$ cat config.mk
export PLATFORM = sky130hd
export DESIGN_NAME = bmp24_to_rgb565_stream_decoder_flat
export DESIGN_NICKNAME = d
export VERILOG_FILES = /design/src/hw/rtl/bmp565_pkg.sv /design/src/hw/rtl/bmp565_byte_if.sv /design/src/hw/rtl/bmp565_pix_if.sv /design/src/hw/rtl/bmp24_to_rgb565_stream_decoder.sv /design/src/flat_wrapper.sv
export VERILOG_INCLUDE_DIRS = /design/src /design/src/hw/rtl
export SDC_FILE = /design/constraint.sdc
export NUM_CORES = 1
export LEC_CHECK = 0
export BUFFER_PORTS_ARGS = -buffer_cell sky130_fd_sc_hd__buf_4
export CAP_MARGIN = 20
export CORE_MARGIN = 3
export CORE_UTILIZATION = 30
export DETAILED_ROUTE_END_ITERATION = 10
export PLACE_DENSITY = 0.48
export SYNTH_ARGS = -nofsm -noshare
export SYNTH_HDL_FRONTEND = slang
export SYNTH_SLANG_ARGS = --single-unit
$ cat constraint.sdc
create_clock -name clk -period 10.2 [get_ports clk]
set_clock_uncertainty 0.2 [all_clocks]
set_input_delay 2.04 -clock clk [delete_from_list [all_inputs] [get_ports clk]]
set_output_delay 2.04 -clock clk [all_outputs]
set_load 0.01 [all_outputs]
$ cat src/hw/rtl/bmp24_to_rgb565_stream_decoder_defines.svh
// assertion macros shared by the bmp decoder rtl
`ifndef BMP24_TO_RGB565_STREAM_DECODER_DEFINES_SVH
`define BMP24_TO_RGB565_STREAM_DECODER_DEFINES_SVH

// clocked check, switched off while reset is high
`define BMP_ASSERT(name, clk, rst, prop, msg) \
  name: assert property (@(posedge clk) disable iff (rst) prop) else $error(msg);

// clocked check that also holds through reset
`define BMP_ASSERT_ALWAYS(name, clk, prop, msg) \
  name: assert property (@(posedge clk) prop) else $error(msg);

`endif

$ cat src/hw/rtl/bmp565_pkg.sv
// widths, codes and constants of the bmp decoder
`default_nettype none

package bmp565_pkg;

  // field widths
  localparam int DATA_W  = 8;
  localparam int COORD_W = 12;
  localparam int DIM_W   = 13;
  localparam int COLOR_W = 16;
  localparam int KIND_W  = 1;
  localparam int ROWB_W  = 15;

  // apb port
  localparam int ADDR_W  = 4;
  localparam int PDATA_W = 32;

  // largest accepted image side
  localparam logic [31:0] MAX_DIM = 32'd4096;

  // result kinds
  localparam logic [KIND_W-1:0] KIND_PIXEL  = 1'b0;
  localparam logic [KIND_W-1:0] KIND_REJECT = 1'b1;

endpackage

`default_nettype wire

$ cat src/hw/rtl/bmp565_byte_if.sv
// valid/ready channel carrying one file byte per word
`default_nettype none

interface bmp565_byte_if;
  import bmp565_pkg::*;

  logic              valid;
  logic              ready;
  logic [DATA_W-1:0] data_byte;
  logic              start_of_file;

  modport source (output valid, output data_byte, output start_of_file, input ready);
  modport sink   (input valid, input data_byte, input start_of_file, output ready);
endinterface

`default_nettype wire

$ cat src/hw/rtl/bmp565_pix_if.sv
// valid/ready channel carrying one pixel or reject result per word
`default_nettype none

interface bmp565_pix_if;
  import bmp565_pkg::*;

  logic               valid;
  logic               ready;
  logic [KIND_W-1:0]  result_kind;
  logic [COORD_W-1:0] pixel_x;
  logic [COORD_W-1:0] pixel_y;
  logic [COLOR_W-1:0] pixel_color;

  modport source (output valid, output result_kind, output pixel_x, output pixel_y,
                  output pixel_color, input ready);
  modport sink   (input valid, input result_kind, input pixel_x, input pixel_y,
                  input pixel_color, output ready);
endinterface

`default_nettype wire

$ cat src/hw/rtl/bmp24_to_rgb565_stream_decoder.sv
// streaming 24-bit bmp parser that emits cropped rgb565 pixels
//
// file_bytes takes the bmp file one byte per word, in file order; a word with
// start_of_file high restarts parsing and counts as file byte 0.
// pixels gives one word per visible b,g,r triple (kind pixel, screen x/y and
// rgb565 colour) or a single reject word when the header is bad; nothing is
// given at all while the origin lies off screen.
// The apb port holds origin_x, origin_y, screen_width and screen_height at
// byte addresses 0, 4, 8 and 12; write them only while the stream is idle.
// Throughput: one byte per cycle while the receiver takes words. Each byte
// updates the parse counters and header fields, and its result (if any)
// lands in the output register at the same edge that takes the byte.
// The output register lets a new byte enter in the cycle its word is taken;
// while the receiver stalls with a word pending, file_bytes.ready is low.
// Reset (rst, synchronous) clears the parse state to the header phase,
// empties the output register and loads origin 0,0 and a 160x128 screen.
`default_nettype none

`include "bmp24_to_rgb565_stream_decoder_defines.svh"

module bmp24_to_rgb565_stream_decoder (
  input  wire                            clk,
  input  wire                            rst,
  bmp565_byte_if.sink                    file_bytes,
  bmp565_pix_if.source                   pixels,
  input  wire                            psel,
  input  wire                            penable,
  input  wire                            pwrite,
  input  wire [bmp565_pkg::ADDR_W-1:0]   paddr,
  input  wire [bmp565_pkg::PDATA_W-1:0]  pwdata,
  output logic [bmp565_pkg::PDATA_W-1:0] prdata,
  output logic                           pready
);
  import bmp565_pkg::*;

  // parse phases
  localparam logic [1:0] PH_HEADER = 2'd0;
  localparam logic [1:0] PH_IMAGE  = 2'd1;
  localparam logic [1:0] PH_DONE   = 2'd2;

  // register indexes
  localparam logic [1:0] REG_ORIGIN_X = 2'd0;
  localparam logic [1:0] REG_ORIGIN_Y = 2'd1;
  localparam logic [1:0] REG_SCREEN_W = 2'd2;
  localparam logic [1:0] REG_SCREEN_H = 2'd3;

  // header byte positions that complete a field
  localparam logic [31:0] POS_SIGNATURE = 32'd1;
  localparam logic [31:0] POS_OFFSET    = 32'd13;
  localparam logic [31:0] POS_WIDTH     = 32'd21;
  localparam logic [31:0] POS_HEIGHT    = 32'd25;
  localparam logic [31:0] POS_PLANES    = 32'd27;
  localparam logic [31:0] POS_DEPTH     = 32'd29;
  localparam logic [31:0] POS_COMPRESS  = 32'd33;

  localparam logic [15:0] BMP_SIGNATURE = 16'h4D42;
  localparam logic [15:0] BMP_PLANES    = 16'd1;
  localparam logic [15:0] BMP_DEPTH     = 16'd24;

  // configuration registers
  logic [COORD_W-1:0] origin_x;
  logic [COORD_W-1:0] origin_y;
  logic [DIM_W-1:0]   screen_width;
  logic [DIM_W-1:0]   screen_height;

  // parse state
  logic [31:0]        byte_position;
  logic [1:0]         phase;
  logic [31:0]        header_word;
  logic [31:0]        image_start;
  logic [DIM_W-1:0]   image_width;
  logic               width_big;
  logic [DIM_W-1:0]   image_height;
  logic               bottom_up;
  logic [DIM_W-1:0]   file_row;
  logic [ROWB_W-1:0]  row_byte;
  logic [ROWB_W-1:0]  data_len;
  logic [ROWB_W-1:0]  row_size;
  logic [COLOR_W-1:0] color_bytes;
  logic [1:0]         byte_in_pixel;
  logic [DIM_W-1:0]   pixel_col;

  // state seen by the byte, after an optional restart
  logic [31:0]        cur_position;
  logic [1:0]         cur_phase;
  logic [31:0]        cur_header;
  logic [31:0]        cur_start;
  logic [DIM_W-1:0]   cur_width;
  logic               cur_width_big;
  logic [DIM_W-1:0]   cur_height;
  logic               cur_bottom_up;
  logic [DIM_W-1:0]   cur_row;
  logic [ROWB_W-1:0]  cur_row_byte;
  logic [ROWB_W-1:0]  cur_data_len;
  logic [ROWB_W-1:0]  cur_row_size;
  logic [COLOR_W-1:0] cur_color;
  logic [1:0]         cur_bip;
  logic [DIM_W-1:0]   cur_col;

  // next state
  logic [31:0]        byte_position_next;
  logic [1:0]         phase_next;
  logic [31:0]        header_word_next;
  logic [31:0]        image_start_next;
  logic [DIM_W-1:0]   image_width_next;
  logic               width_big_next;
  logic [DIM_W-1:0]   image_height_next;
  logic               bottom_up_next;
  logic [DIM_W-1:0]   file_row_next;
  logic [ROWB_W-1:0]  row_byte_next;
  logic [ROWB_W-1:0]  data_len_next;
  logic [ROWB_W-1:0]  row_size_next;
  logic [COLOR_W-1:0] color_bytes_next;
  logic [1:0]         byte_in_pixel_next;
  logic [DIM_W-1:0]   pixel_col_next;

  // result of the current byte
  logic               res_valid;
  logic [KIND_W-1:0]  res_kind;
  logic [COORD_W-1:0] res_x;
  logic [COORD_W-1:0] res_y;
  logic [COLOR_W-1:0] res_color;

  // helpers
  logic               on_screen;
  logic [31:0]        height_abs;
  logic [ROWB_W-1:0]  width_x3;
  logic [DIM_W-1:0]   screen_row;
  logic [DIM_W:0]     sum_x;
  logic [DIM_W:0]     sum_y;
  logic [DATA_W-1:0]  din;
  logic               acc;
  logic               cfg_wr;

  assign din = file_bytes.data_byte;
  assign acc = file_bytes.valid && file_bytes.ready;

  // a new word is taken whenever the output register is free or being emptied
  assign file_bytes.ready = !pixels.valid || pixels.ready;

  assign on_screen = ({1'b0, origin_x} < screen_width) && ({1'b0, origin_y} < screen_height);

  // restart view of the parse state
  always_comb begin
    if (file_bytes.start_of_file) begin
      cur_position  = '0;
      cur_phase     = PH_HEADER;
      cur_header    = '0;
      cur_start     = '0;
      cur_width     = '0;
      cur_width_big = 1'b0;
      cur_height    = '0;
      cur_bottom_up = 1'b1;
      cur_row       = '0;
      cur_row_byte  = '0;
      cur_data_len  = '0;
      cur_row_size  = '0;
      cur_color     = '0;
      cur_bip       = '0;
      cur_col       = '0;
    end else begin
      cur_position  = byte_position;
      cur_phase     = phase;
      cur_header    = header_word;
      cur_start     = image_start;
      cur_width     = image_width;
      cur_width_big = width_big;
      cur_height    = image_height;
      cur_bottom_up = bottom_up;
      cur_row       = file_row;
      cur_row_byte  = row_byte;
      cur_data_len  = data_len;
      cur_row_size  = row_size;
      cur_color     = color_bytes;
      cur_bip       = byte_in_pixel;
      cur_col       = pixel_col;
    end
  end

  // header field helpers on the shifted-in word
  assign height_abs = header_word_next[31] ? (32'd0 - header_word_next) : header_word_next;
  assign width_x3   = {2'b00, header_word_next[DIM_W-1:0]} +
                      {1'b0, header_word_next[DIM_W-1:0], 1'b0};

  // screen position of the pixel being completed
  assign screen_row = cur_bottom_up ? (cur_height - DIM_W'(1) - cur_row) : cur_row;
  assign sum_x      = {2'b00, origin_x} + {1'b0, cur_col};
  assign sum_y      = {2'b00, origin_y} + {1'b0, screen_row};

  // per-byte parse step
  always_comb begin
    byte_position_next = cur_position;
    phase_next         = cur_phase;
    header_word_next   = cur_header;
    image_start_next   = cur_start;
    image_width_next   = cur_width;
    width_big_next     = cur_width_big;
    image_height_next  = cur_height;
    bottom_up_next     = cur_bottom_up;
    file_row_next      = cur_row;
    row_byte_next      = cur_row_byte;
    data_len_next      = cur_data_len;
    row_size_next      = cur_row_size;
    color_bytes_next   = cur_color;
    byte_in_pixel_next = cur_bip;
    pixel_col_next     = cur_col;
    res_valid          = 1'b0;
    res_kind           = KIND_PIXEL;
    res_x              = '0;
    res_y              = '0;
    res_color          = '0;

    if (cur_phase != PH_DONE) begin
      byte_position_next = cur_position + 32'd1;
      if (cur_phase == PH_HEADER) begin
        header_word_next = {din, cur_header[31:8]};
        case (cur_position)
          POS_SIGNATURE: begin
            if (header_word_next[31:16] != BMP_SIGNATURE) begin
              phase_next = PH_DONE;
              res_valid  = on_screen;
              res_kind   = KIND_REJECT;
            end
          end
          POS_OFFSET: begin
            image_start_next = header_word_next;
          end
          POS_WIDTH: begin
            image_width_next = header_word_next[DIM_W-1:0];
            width_big_next   = header_word_next > MAX_DIM;
            data_len_next    = width_x3;
            row_size_next    = (width_x3 + ROWB_W'(3)) & ~ROWB_W'(3);
          end
          POS_HEIGHT: begin
            image_height_next = height_abs[DIM_W-1:0];
            bottom_up_next    = !header_word_next[31];
            if (cur_width_big || (height_abs > MAX_DIM)) begin
              phase_next = PH_DONE;
              res_valid  = on_screen;
              res_kind   = KIND_REJECT;
            end
          end
          POS_PLANES: begin
            if (header_word_next[31:16] != BMP_PLANES) begin
              phase_next = PH_DONE;
              res_valid  = on_screen;
              res_kind   = KIND_REJECT;
            end
          end
          POS_DEPTH: begin
            if (header_word_next[31:16] != BMP_DEPTH) begin
              phase_next = PH_DONE;
              res_valid  = on_screen;
              res_kind   = KIND_REJECT;
            end
          end
          POS_COMPRESS: begin
            if (header_word_next != 32'd0) begin
              phase_next = PH_DONE;
              res_valid  = on_screen;
              res_kind   = KIND_REJECT;
            end else if ((cur_width == '0) || (cur_height == '0)) begin
              phase_next = PH_DONE;
            end else begin
              phase_next = PH_IMAGE;
            end
          end
          default: begin
          end
        endcase
      end else if (cur_position >= cur_start) begin
        // pixel bytes, then row padding
        if (cur_row_byte < cur_data_len) begin
          case (cur_bip)
            2'd0: begin
              color_bytes_next   = {{(COLOR_W-DATA_W){1'b0}}, din};
              byte_in_pixel_next = 2'd1;
            end
            2'd1: begin
              color_bytes_next   = {din, cur_color[DATA_W-1:0]};
              byte_in_pixel_next = 2'd2;
            end
            default: begin
              byte_in_pixel_next = 2'd0;
              pixel_col_next     = cur_col + DIM_W'(1);
              if (on_screen && (sum_x < {1'b0, screen_width}) &&
                  (sum_y < {1'b0, screen_height})) begin
                res_valid = 1'b1;
                res_kind  = KIND_PIXEL;
                res_x     = sum_x[COORD_W-1:0];
                res_y     = sum_y[COORD_W-1:0];
                res_color = {din[7:3], cur_color[15:10], cur_color[7:3]};
              end
            end
          endcase
        end
        row_byte_next = cur_row_byte + ROWB_W'(1);
        if (row_byte_next >= cur_row_size) begin
          row_byte_next      = '0;
          byte_in_pixel_next = 2'd0;
          pixel_col_next     = '0;
          file_row_next      = cur_row + DIM_W'(1);
          if (file_row_next >= cur_height) begin
            phase_next = PH_DONE;
          end
        end
      end
    end
  end

  // parse state registers
  always_ff @(posedge clk) begin
    if (rst) begin
      byte_position <= '0;
      phase         <= PH_HEADER;
      header_word   <= '0;
      image_start   <= '0;
      image_width   <= '0;
      width_big     <= 1'b0;
      image_height  <= '0;
      bottom_up     <= 1'b1;
      file_row      <= '0;
      row_byte      <= '0;
      data_len      <= '0;
      row_size      <= '0;
      color_bytes   <= '0;
      byte_in_pixel <= '0;
      pixel_col     <= '0;
    end else if (acc) begin
      byte_position <= byte_position_next;
      phase         <= phase_next;
      header_word   <= header_word_next;
      image_start   <= image_start_next;
      image_width   <= image_width_next;
      width_big     <= width_big_next;
      image_height  <= image_height_next;
      bottom_up     <= bottom_up_next;
      file_row      <= file_row_next;
      row_byte      <= row_byte_next;
      data_len      <= data_len_next;
      row_size      <= row_size_next;
      color_bytes   <= color_bytes_next;
      byte_in_pixel <= byte_in_pixel_next;
      pixel_col     <= pixel_col_next;
    end
  end

  // output word register
  always_ff @(posedge clk) begin
    if (rst) begin
      pixels.valid <= 1'b0;
    end else if (file_bytes.ready) begin
      pixels.valid <= acc && res_valid;
    end
  end

  always_ff @(posedge clk) begin
    if (file_bytes.ready) begin
      pixels.result_kind <= res_kind;
      pixels.pixel_x     <= res_x;
      pixels.pixel_y     <= res_y;
      pixels.pixel_color <= res_color;
    end
  end

  // apb register writes
  assign cfg_wr = psel && penable && pwrite && pready;
  assign pready = 1'b1;

  always_ff @(posedge clk) begin
    if (rst) begin
      origin_x      <= '0;
      origin_y      <= '0;
      screen_width  <= DIM_W'(160);
      screen_height <= DIM_W'(128);
    end else if (cfg_wr) begin
      unique case (paddr[3:2])
        REG_ORIGIN_X: origin_x      <= pwdata[COORD_W-1:0];
        REG_ORIGIN_Y: origin_y      <= pwdata[COORD_W-1:0];
        REG_SCREEN_W: screen_width  <= pwdata[DIM_W-1:0];
        REG_SCREEN_H: screen_height <= pwdata[DIM_W-1:0];
        default: begin
        end
      endcase
    end
  end

  // apb register reads, unaligned addresses read zero
  always_comb begin
    prdata = '0;
    if (paddr[1:0] == 2'b00) begin
      unique case (paddr[3:2])
        REG_ORIGIN_X: prdata = {{(PDATA_W-COORD_W){1'b0}}, origin_x};
        REG_ORIGIN_Y: prdata = {{(PDATA_W-COORD_W){1'b0}}, origin_y};
        REG_SCREEN_W: prdata = {{(PDATA_W-DIM_W){1'b0}}, screen_width};
        REG_SCREEN_H: prdata = {{(PDATA_W-DIM_W){1'b0}}, screen_height};
        default:      prdata = '0;
      endcase
    end
  end

  // checks
  `BMP_ASSERT(a_reject_ends_file, clk, rst, (acc && res_valid && (res_kind == KIND_REJECT)) |=> (phase == PH_DONE), "reject word without parse ending")
  `BMP_ASSERT(a_row_byte_in_row, clk, rst, (phase == PH_IMAGE) |-> (row_byte < row_size), "row byte past padded row size")
  `BMP_ASSERT(a_row_in_image, clk, rst, (phase == PH_IMAGE) |-> (file_row < image_height), "file row past image height")
  `BMP_ASSERT(a_pixel_count, clk, rst, byte_in_pixel != 2'd3, "byte in pixel out of range")
  `BMP_ASSERT(a_reject_zero, clk, rst, (pixels.valid && (pixels.result_kind == KIND_REJECT)) |-> ((pixels.pixel_x == '0) && (pixels.pixel_y == '0) && (pixels.pixel_color == '0)), "reject word with nonzero payload")
  `BMP_ASSERT_ALWAYS(a_reset_empties, clk, $past(rst) |-> !pixels.valid, "output word valid after reset")

endmodule

`default_nettype wire
$ cat src/flat_wrapper.sv
// flat-port wrapper written by rule: the top's interface ports become plain ports
module bmp24_to_rgb565_stream_decoder_flat import bmp565_pkg::*;
  (clk, rst, psel, penable, pwrite, paddr, pwdata, prdata, pready, file_bytes_valid, file_bytes_data_byte, file_bytes_start_of_file, file_bytes_ready, pixels_valid, pixels_result_kind, pixels_pixel_x, pixels_pixel_y, pixels_pixel_color, pixels_ready);
  bmp565_byte_if file_bytes_i ();
  bmp565_pix_if pixels_i ();
  input  wire clk;
  input  wire rst;
  input  wire psel;
  input  wire penable;
  input  wire pwrite;
  input  wire [bmp565_pkg::ADDR_W-1:0] paddr;
  input  wire [bmp565_pkg::PDATA_W-1:0] pwdata;
  output logic [bmp565_pkg::PDATA_W-1:0] prdata;
  output logic pready;
  input wire logic [$bits(file_bytes_i.valid)-1:0] file_bytes_valid;
  input wire logic [$bits(file_bytes_i.data_byte)-1:0] file_bytes_data_byte;
  input wire logic [$bits(file_bytes_i.start_of_file)-1:0] file_bytes_start_of_file;
  output wire logic [$bits(file_bytes_i.ready)-1:0] file_bytes_ready;
  output wire logic [$bits(pixels_i.valid)-1:0] pixels_valid;
  output wire logic [$bits(pixels_i.result_kind)-1:0] pixels_result_kind;
  output wire logic [$bits(pixels_i.pixel_x)-1:0] pixels_pixel_x;
  output wire logic [$bits(pixels_i.pixel_y)-1:0] pixels_pixel_y;
  output wire logic [$bits(pixels_i.pixel_color)-1:0] pixels_pixel_color;
  input wire logic [$bits(pixels_i.ready)-1:0] pixels_ready;
  assign file_bytes_i.valid = file_bytes_valid;
  assign file_bytes_i.data_byte = file_bytes_data_byte;
  assign file_bytes_i.start_of_file = file_bytes_start_of_file;
  assign file_bytes_ready = file_bytes_i.ready;
  assign pixels_valid = pixels_i.valid;
  assign pixels_result_kind = pixels_i.result_kind;
  assign pixels_pixel_x = pixels_i.pixel_x;
  assign pixels_pixel_y = pixels_i.pixel_y;
  assign pixels_pixel_color = pixels_i.pixel_color;
  assign pixels_i.ready = pixels_ready;
  bmp24_to_rgb565_stream_decoder u_core (.clk(clk), .rst(rst), .file_bytes(file_bytes_i), .pixels(pixels_i), .psel(psel), .penable(penable), .pwrite(pwrite), .paddr(paddr), .pwdata(pwdata), .prdata(prdata), .pready(pready));
endmodule
* Yosys cells after proc, flatten, opt, wreduce, memory -nomap -nowiden
Cells that the tools add are included.
Word-level totals: flip-flop bits (word level) 307, input bits 52, output and inout port bits 76, logic and storage cells 188
Cells by class: add/subtract/negate cells 11, reductions and logical operators 26, bitwise logic cells 4, mux-type cells 98, equality and inequality tests 15, order comparisons 10
Operator list (number):
- 2-to-1 mux 32 bit | 11
- 2-to-1 mux 13 bit | 21
- 2-to-1 mux 15 bit | 13
- == test 32 x 5 -> 1 bit (second input constant) | 4
- case mux 32 bit (4 select lines) | 1
- 2-to-1 mux 16 bit | 5
- > comparator 32 x 13 -> 1 bit (second input constant) | 2
- 2-to-1 mux 2 bit | 18
- adder 32 x 1 -> 32 bit (second input constant) | 1
- == test 32 x 1 -> 1 bit (second input constant) | 1
- == test 32 x 4 -> 1 bit (second input constant) | 1
- == test 32 x 6 -> 1 bit (second input constant) | 1
- greater-or-equal comparator 32 bit | 1
- case mux 16 bit (2 select lines) | 1
- nonzero test 32 bit | 1
- subtractor 1 x 32 -> 32 bit (first input constant) | 1
- adder 12 x 13 -> 14 bit | 2
- less-than comparator 14 x 13 -> 1 bit | 2
- adder 13 x 1 -> 13 bit (second input constant) | 2
- zero test 13 bit | 2
- less-than comparator 12 x 13 -> 1 bit | 2
- 2-to-1 mux 1 bit | 24
- != test 16 x 1 -> 1 bit (second input constant) | 1
- != test 16 x 15 -> 1 bit (second input constant) | 1
- other kinds (23) | 45

* Longest topological paths before layout
Gate-level depths: netlist (run 1).
word-level depth 14, mapped depth 40, depth with buffers taken out 30

* Worst setup path before layout (run 1)
No wires, ideal clock.
kind input-to-reg, start input file_bytes_start_of_file, end register u_core.pixels.pixel_x[3], data pin, setup slack 1.149 ns, required time 9.869 ns, buffers on the path 9, arrival 8.720 ns, cell stages on the path 34, setup time 0.131 ns, path through buf_2 -> buf_4 -> inv_2 -> clkbuf_1 -> buf_1 -> clkbuf_1 -> clkbuf_1 -> buf_1 -> o21ai_0 -> ha_1 -> o41ai_1 -> o21ai_1 -> a311oi_1 -> nor2_1 -> inv_1 -> o21ai_0 -> a2111o_1 -> ha_1 -> o41ai_1 -> nand4b_1 -> nand3b_1 -> a21oi_1 -> xnor2_1 -> ha_1 -> a21oi_1 -> nor2b_1 -> a2111oi_0 -> nand2_1 -> a211oi_1 -> nand4_1 -> nor2_1 -> buf_2 -> buf_2 -> and2_1
Between the ends: cells in the longest elaborated chain, start to end 9, elaborated cells on any way between the ends 30, those cells by class 4 x add/sub; 4 x order compare; 2 x eq/ne; 11 x mux; 4 x bitwise; 5 x reduce/logical
RTL lines:
- from (decl) | line flat_wrapper.sv:17 | input wire logic [$bits(file_bytes_i.start_of_file)-1:0] file_bytes_start_of_file;
- 2-to-1 mux 13 bit | line bmp24_to_rgb565_stream_decoder.sv:145 | if (file_bytes.start_of_file) begin
- subtractor 13 x 1 -> 13 bit | line bmp24_to_rgb565_stream_decoder.sv:186 | assign screen_row = cur_bottom_up ? (cur_height - DIM_W'(1) - cur_row) : cur_row;
- subtractor 13 bit | line bmp24_to_rgb565_stream_decoder.sv:186
- 2-to-1 mux 13 bit * | line bmp24_to_rgb565_stream_decoder.sv:186
- adder 12 x 13 -> 14 bit * | line bmp24_to_rgb565_stream_decoder.sv:188 | assign sum_y = {2'b00, origin_y} + {1'b0, screen_row};
- net u_core.sum_y[11] | line bmp24_to_rgb565_stream_decoder.sv:130 | logic [DIM_W:0] sum_y;
- less-than comparator 14 x 13 -> 1 bit * | line bmp24_to_rgb565_stream_decoder.sv:287 | (sum_y < {1'b0, screen_height})) begin
- logical AND 1 bit * | line bmp24_to_rgb565_stream_decoder.sv:286 | if (on_screen && (sum_x < {1'b0, screen_width}) &&
- inverter 1 bit (no source line) *
- OR reduction 7 bit (no source line) *
- to (signal assigned) | line bmp24_to_rgb565_stream_decoder.sv:360 | pixels.pixel_x <= res_x;
- to (decl) | line bmp565_pix_if.sv:14 | modport source (output valid, output result_kind, output pixel_x, output pixel_y,
The timed path passes the listed nets; every way through them passes the cells marked *. A chain may end at the register's enable or synchronous reset.

* Final worst setup path (run 1)
start input file_bytes_start_of_file, end register u_core.pixels.pixel_y[6], data pin
Between the ends: cells in the longest elaborated chain, start to end 9, elaborated cells on any way between the ends 30, those cells by class 4 x add/sub; 4 x order compare; 2 x eq/ne; 11 x mux; 4 x bitwise; 5 x reduce/logical
RTL lines:
- 2-to-1 mux 13 bit | line bmp24_to_rgb565_stream_decoder.sv:145
- subtractor 13 x 1 -> 13 bit | line bmp24_to_rgb565_stream_decoder.sv:186
- subtractor 13 bit | line bmp24_to_rgb565_stream_decoder.sv:186
- 2-to-1 mux 13 bit * | line bmp24_to_rgb565_stream_decoder.sv:186
- adder 12 x 13 -> 14 bit * | line bmp24_to_rgb565_stream_decoder.sv:188
- net u_core.sum_y[11] | line bmp24_to_rgb565_stream_decoder.sv:130
- less-than comparator 14 x 13 -> 1 bit * | line bmp24_to_rgb565_stream_decoder.sv:287
- logical AND 1 bit * | line bmp24_to_rgb565_stream_decoder.sv:286
- inverter 1 bit (no source line) *
- OR reduction 7 bit (no source line) *
- to (signal assigned) | line bmp24_to_rgb565_stream_decoder.sv:361 | pixels.pixel_y <= res_y;
- to (decl) | line bmp565_pix_if.sv:14
Marks and branches as above.

==> results of run 1 <==
==> power by group through the flow <==
stage | registers (mW) | clock network [mW] | logic (mW)
after detailed placement | 1.26 | 0 | 0.295
after global placement | 1.26 | 0 | 0.293
final | 1.23 | 1.40 | 0.297
after CTS | 1.23 | 1.45 | 0.296
after floorplan | 1.25 | 0 | 0.204
after global routing | 1.23 | 1.50 | 0.323
==> sequential cells by signal, summed over array words and instances, names as in the netlist, 15 cells and up <==
name,cells
u_core.byte_position,32
u_core.data_len,15
u_core.header_word,32
u_core.image_start,32
u_core.pixels.pixel_color,16
u_core.row_byte,15
u_core.row_size,15
==> cell usage after synthesis (all sizes together), types with 9 or more instances <==
| cell | instances | area (um2) |
|---|---|---|
| or4 | 12 | 90.09 |
| nand4 | 39 | 244.0 |
| buf | 61 | 334.1 |
| dfxtp | 261 | 5225 |
| mux4 | 15 | 337.8 |
| o21ai | 85 | 425.4 |
| and2 | 49 | 306.6 |
| or2 | 14 | 87.59 |
| and3 | 25 | 156.4 |
| nor2 | 320 | 1201 |
| xnor2 | 74 | 648.1 |
| mux2i | 70 | 704.4 |
| nor4b | 9 | 85.08 |
| o211ai | 11 | 82.58 |
| xor2 | 42 | 367.9 |
| nand2b | 24 | 150.1 |
| a22oi | 98 | 735.7 |
| nor3b | 13 | 97.59 |
| a22o | 13 | 113.9 |
| a21o | 38 | 285.3 |
| o21a | 15 | 112.6 |
| a31oi | 30 | 193.9 |
| edfxtp | 41 | 1231 |
| or3 | 15 | 93.84 |
| nor3 | 34 | 175.2 |
| a211oi | 26 | 195.2 |
| nor2b | 98 | 613.1 |
| inv | 82 | 307.8 |
| o31ai | 10 | 75.07 |
| nand3 | 44 | 220.2 |
| a21oi | 149 | 757.0 |
| clkbuf | 108 | 405.4 |
| nand2 | 293 | 1100 |
| nor4 | 39 | 290.3 |
| o21bai | 15 | 112.6 |
| ha | 180 | 2252 |
==> critical path, delay by kind of cell <==
kind	cells	cell delay [ps]
AOI/OAI and AO/OA	10	3040
xor gates and xnor gates	1	260
adders and majority gates	4	1110
buffers and inverters	4	680
and+or+nand+nor	9	1390
==> per-layer routing <==
layer  track usage, %  wire length [um]  share of wire [%]  vias to the layer above
met1            23.67             30630                 46                     9117
met2            29.97             31960                 48                      447
met5                0                 0                  0                        -
li1                 -                 -                  -                     9205
met4            4.813              1480                2.2                        0
met3            2.155              2866                4.3                       80
==> layout make-up <==
class / instances / area, um2
clock buffer: 55 / 1097
sequential: 302 / 6456
timing repair buffer: 117 / 897.1
fill: 7274 / 45220
inverter: 82 / 309.0
multi-input combinational: 2044 / 13610
tap: 931 / 1165
clock inverter: 11 / 186.4
==> path summary, 6_finish.rpt <==
path,startpoint,to,slack [ps],depth (start not counted)
max,file_bytes_start_of_file,u_core.pixels.pixel_y[6],1830,28
min,u_core.header_word[7],u_core.header_word[7],250,2
max reg2reg,u_core.file_row[0],u_core.pixels.pixel_y[6],3100,27
min reg2reg,u_core.header_word[7],u_core.header_word[7],250,2
==> logic make-up after synthesis <==
group | Yosys count
other cells | 2
simple gates | 1063
flops | 302
xor+xnor | 116
mux | 91
compound gates | 570
buf+inv | 251
fa+ha+maj | 184
==> through the flow <==
step | hold slack, ps | setup slack [ps]
after global routing | 270.1 | 1289
after CTS | 258.5 | 1835
after floorplan | 226.6 | 1149
final | 254.0 | 1833
after detailed placement | 248.3 | 1311
after global placement | 242.9 | 1435
==> qor.csv, run 1 <==
stage,metric,value,unit
status,status,"complete, no violations",
finish,cell area after layout,0.02372,mm2
global_routing,vias in the first global route,18120,
sta,Final TNS setup,0,ps
detailed_routing,wire per inst,18.90,um
clock_tree,Worst-Skew Late Latency,570,ps
pwr,pwr dens,123.6,mW/mm2
floorplan,cell row count,96,
yosys,main flop type after synthesis,dfxtp_1,
detailed_routing,DRC violations left,0,
yosys,compound-cell area share of the yosys netlist,18.19,%
floorplan,Die Y,270.6,um
sta,min Tclk post-route,8367,ps
floorplan,die width,270.6,um
clock_tree,CTS tree,done,
pwr,Clk pwr share,47.9,%
clock_tree,cts repair resizes,0,
setup_path,"slowest stage delay, CP",610,ps
yosys,"FFs w/ async S/R, synth",0,%
placed_design,DP HPWL,49.11,mm
sta,Slew Limit Fails,0,
floorplan,initial core utilization,30.47,%
setup_path,"Arr. time, crit path",8570,ps
setup_path,CP max stage cell,o41ai_1,
global_routing,initial antenna violation count,0,
sta,RSZ-0062 raised after global routing,no,
yosys,Post-synth EDFFs,41,
sta,fin crit share,82.03,%
sta,worst-margin pin slew,1133,ps
clock_tree,# hold bufs at CTS,0,
sta,Max Fclk,0.1195,GHz
pwr,total power,2.931,mW
yosys,syn avg cell area,8.146,um2
clock_tree,clock-pin slew on the worst setup and hold paths,60,ps
yosys,Mapped Area,0.02101,mm2
detailed_routing,DR iter-0 viols,1246,
finish,post-route insts no fill,3542,
finish,Antenna diodes,0,
sta,Final Hold Fails,0,
pwr,Int Pwr,2.160,mW
detailed_routing,Post-Route WL,66.94,mm
detailed_routing,Vias/cell,5.322,
setup_path,WS Path Type,primary input to flip-flop,
detailed_routing,DR pass1 iterations,5,
yosys,Synth Area in Adders,11.05,%
placed_design,"Cell Area, Placed",0.02244,mm2
clock_tree,TritonCTS Buffers,39,
pwr,static leakage,9.430,nW
finish,Area growth syn-to-layout,12.92,%
setup_path,crit path launch type,primary input,
global_routing,first-pass GRT wire length,105.0,mm
yosys,Simple-Gate Fraction of Synth Area,24.86,%
global_routing,GRT Overall Usage,17.67,%
detailed_routing,DR vias,18850,
global_routing,largest net degree at the start of global routing,116,
hold_path,Min-Delay Path Class,flip-flop to flip-flop,
floorplan,IO Pins,128,
floorplan,DIE AREA,0.07324,mm2
yosys,post-synthesis register bit count,302,
setup_path,Worst EP required,10400,ps
finish,final core utilization,34.41,%
yosys,XOR/XNOR share of the synthesized area,4.836,%
job,MaxCap Viol Count,0,
placed_design,# port buffers,88,
sta,final setup fails,0,
finish,share of cells above drive strength 1,9.115,%
yosys,Yosys Warn Count,0,
clock_tree,H-tree depth,2,
pwr,Sw Ratio,26.31,%
clock_tree,clk buf depth,3,
finish,"most common cell after layout, fill and taps aside",nor2_1,
pwr,Max VDD drop,0.09960,mV
pwr,switching power,771.4,uW
placed_design,Placed Instances,3476,
clock_tree,postcts setup bufs,0,
setup_path,CP endpoint kind,flip-flop,
sta,relative slew slack,23.93,%
global_routing,total grt overflow,0,
pwr,power share of the combinational group,10.1,%
yosys,mux cell area share after synthesis,5.300,%
placed_design,gpl congestion,0.8864,
clock_tree,clock sink count,302,
setup_path,"Max FO, Critical Path",39,
clock_tree,CTS root buffer,clkbuf_16,
floorplan,Core Footprint,0.06895,mm2
finish,net total in the final layout,2821,
detailed_routing,number of routed nets with antenna violations,0,
yosys,largest family of logic cells by synthesized area,simple AND/OR/NAND/NOR gates,
finish,most frequent cells in the layout,"nor2_1, nand2_1, dfxtp_1",
yosys,Syn Inst Count,2579,
yosys,"Seq/Total Area, Yosys",30.73,%
setup_path,Crit path top cell by count,ha_1,
pwr,sequential power share,42.0,%
yosys,count of cell types in the netlist,97,
Power figures use the tool's default switching activity.
==> run 2, diff against run 1 <==
Clock period 10.2 ns to 8.5 ns, I/O delays scaled along.
==> run 2 against run 1 <==
Net effect: non-clock buffer count rose by 5; combinational power rose by 20%; sequential cell count did not move; count of clock-buffer cells in the layout fell by 5; cell count rose by 0.25%; via count fell by 0.46%; sequential share of layout area fell by 0.057 points; first-iteration DRC count rose by 0.64%; clock power rose by 21%; critical endpoint is now u_core.pixels.pixel_color[12]; largest power group unchanged.
==> qor.csv, run 2 (same netlist as run 1, synthesis figures left out) <==
stage,metric,value,unit,change
floorplan,IO Pins,128,,unchanged
clock_tree,clock sink count,302,,unchanged
clock_tree,H-tree depth,2,,unchanged
sta,fin crit share,88.25,%,
global_routing,largest net degree at the start of global routing,116,,unchanged
finish,register area,0.006456,mm2,unchanged
finish,share of cells above drive strength 1,9.542,%,+0.43 points
sta,Final TNS setup,0,ps,unchanged
floorplan,initial core utilization,30.47,%,unchanged
finish,biggest regs,"u_core.byte_position (32), u_core.header_word (32), u_core.image_start (32)",,
setup_path,"Arr. time, crit path",7720,ps,-850 ps
placed_design,# port buffers,88,,unchanged
pwr,sequential power share,41.9,%,about the same
sta,hold_ws,257.1,ps,+3.028 ps
finish,Area growth syn-to-layout,13.16,%,
setup_path,"Max FO, Critical Path",39,,unchanged
floorplan,cell row count,96,,unchanged
pwr,switching power,943.7,uW,+22%
pwr,power share of the combinational group,10.1,%,about the same
pwr,Clk pwr share,47.9,%,about the same
global_routing,first-pass GRT wire length,105.1,mm,about the same
detailed_routing,Vias/cell,5.284,,-0.71%
setup_path,Crit path top cell by count,ha_1,,
detailed_routing,Post-Route WL,67.27,mm,+0.49%
clock_tree,cts repair resizes,0,,unchanged
floorplan,Die Y,270.6,um,unchanged
global_routing,initial antenna violation count,0,,unchanged
setup_path,CP endpoint kind,flip-flop,,
global_routing,vias in the first global route,18260,,+0.73%
placed_design,"Cell Area, Placed",0.02250,mm2,+0.26%
finish,Filler cells,7278,,+0.055%
clock_tree,# hold bufs at CTS,0,,unchanged
pwr,static leakage,9.465,nW,+0.37%
finish,"most common cell after layout, fill and taps aside",nor2_1,,
clock_tree,clk buf depth,3,,unchanged
sta,Slew Limit Fails,0,,unchanged
sta,worst-margin pin slew,1061,ps,-72.47 ps
clock_tree,CTS root buffer,clkbuf_16,,
floorplan,Core Footprint,0.06895,mm2,unchanged
global_routing,GRT Overall Usage,17.77,%,+0.094 points
setup_path,WS Path Type,primary input to flip-flop,,
setup_path,"slowest stage delay, CP",450,ps,-160 ps
setup_path,Worst EP required,8720,ps,-1680 ps
finish,net total in the final layout,2826,,+0.18%
floorplan,die width,270.6,um,unchanged
finish,Antenna diodes,0,,unchanged
pwr,pwr dens,148.2,mW/mm2,+20%
detailed_routing,DR pass1 iterations,5,,unchanged
job,MaxCap Viol Count,0,,unchanged
detailed_routing,wire per inst,18.94,um,+0.24%
sta,relative slew slack,29.19,%,+5.3 points
sta,final setup fails,0,,unchanged
sta,RSZ-0062 raised after global routing,no,,
placed_design,DP HPWL,49.37,mm,+0.52%
sta,min Tclk post-route,7501,ps,
detailed_routing,DRC violations left,0,,unchanged
pwr,Max VDD drop,0.1002,mV,+0.63%
clock_tree,postcts setup bufs,0,,unchanged
pwr,Sw Ratio,26.78,%,+0.46 points
clock_tree,TritonCTS Buffers,39,,unchanged
global_routing,total grt overflow,0,,unchanged
sta,Final Hold Fails,0,,unchanged
clock_tree,CTS tree,done,,
finish,area of the multi-input gates,0.01362,mm2,about the same
detailed_routing,number of routed nets with antenna violations,0,,unchanged
hold_path,Min-Delay Path Class,flip-flop to flip-flop,,
placed_design,gpl congestion,0.9127,,+3.0%
finish,cell area after layout,0.02377,mm2,+0.21%
clock_tree,clock-pin slew on the worst setup and hold paths,60,ps,about the same
detailed_routing,DR iter-0 viols,1254,,+0.64%
floorplan,DIE AREA,0.07324,mm2,unchanged
pwr,Int Pwr,2.580,mW,+19%
sta,Max Fclk,0.1333,GHz,
detailed_routing,DR vias,18760,,-0.46%
setup_path,crit path launch type,primary input,,
finish,most frequent cells in the layout,"nor2_1, nand2_1, dfxtp_1",,
status,status,"complete, no violations",,
setup_path,CP max stage cell,a311oi_1,,
clock_tree,Worst-Skew Late Latency,560,ps,about the same
run 2: cell count changes in the layout (fill, tap and decap cells not counted), moves of 2 or more:
cell and change:
clkbuf_1 -5, clkinv_2 +5, buf_4 +4, clkinv_1 +3, inv_6 +2
run 2: power by group through the flow:
stage	Clock, mW	Sequential, mW	Combinational, mW
floorplan	0	1.50	0.246
global placement	0	1.51	0.351
detailed placement	0	1.51	0.355
CTS	1.74	1.48	0.357
global route	1.80	1.48	0.390
finish	1.69	1.48	0.357
run 2: stage by stage:
stage | setup slack (ps) | utilization, % | cells | total power [mW]
5_1_grt | 363.9 | 34.48 | 3551 | 3.663
3_3_place_gp | 650.8 | 32.63 | 3481 | 1.859
2_1_floorplan | 0.9370 | - | 2597 | 1.743
4_1_cts | 995.9 | 34.48 | 3551 | 3.572
3_5_place_dp | 428.2 | 32.63 | 3481 | 1.863
6_report | 998.8 | 34.48 | 3551 | 3.524
run 2: layout make-up:
| class | count | share of cell area, % |
|---|---|---|
| clock buffer | 50 | 4.489 |
| clock inverter | 20 | 0.8789 |
| inverter | 82 | 1.300 |
| multi-input combinational | 2044 | 57.29 |
| sequential | 302 | 27.16 |
| tap | 931 | 4.900 |
| timing repair buffer | 122 | 3.984 |
run 2: path summary, 6_finish.rpt:
check	from	endpoint	slack, ps	cells after the start
hold / removal	u_core.header_word[5]	u_core.header_word[5]	260	2
hold reg to reg	u_core.header_word[5]	u_core.header_word[5]	260	2
setup / recovery	file_bytes_start_of_file	u_core.pixels.pixel_color[12]	1000	28
setup reg to reg	u_core.file_row[0]	u_core.pixels.pixel_color[12]	1830	27
run 2: worst max-delay path: cells and delay by family:
kind / cells / cell delay (ps)
adders and majority gates: 4 / 1060
xor gates and xnor gates: 1 / 190
and+or+nand+nor: 9 / 1390
buffers and inverters: 4 / 510
AOI/OAI and AO/OA: 10 / 2830
run 2: per-layer routing:
layer | share of wire (%) | vias to the layer above | GRT usage (%)
met5 | 0 | - | 0
met4 | 3.8 | 0 | 7.127
met3 | 4.5 | 112 | 2.776
met2 | 46 | 419 | 29.06
met1 | 46 | 9001 | 23.40
li1 | - | 9230 | -
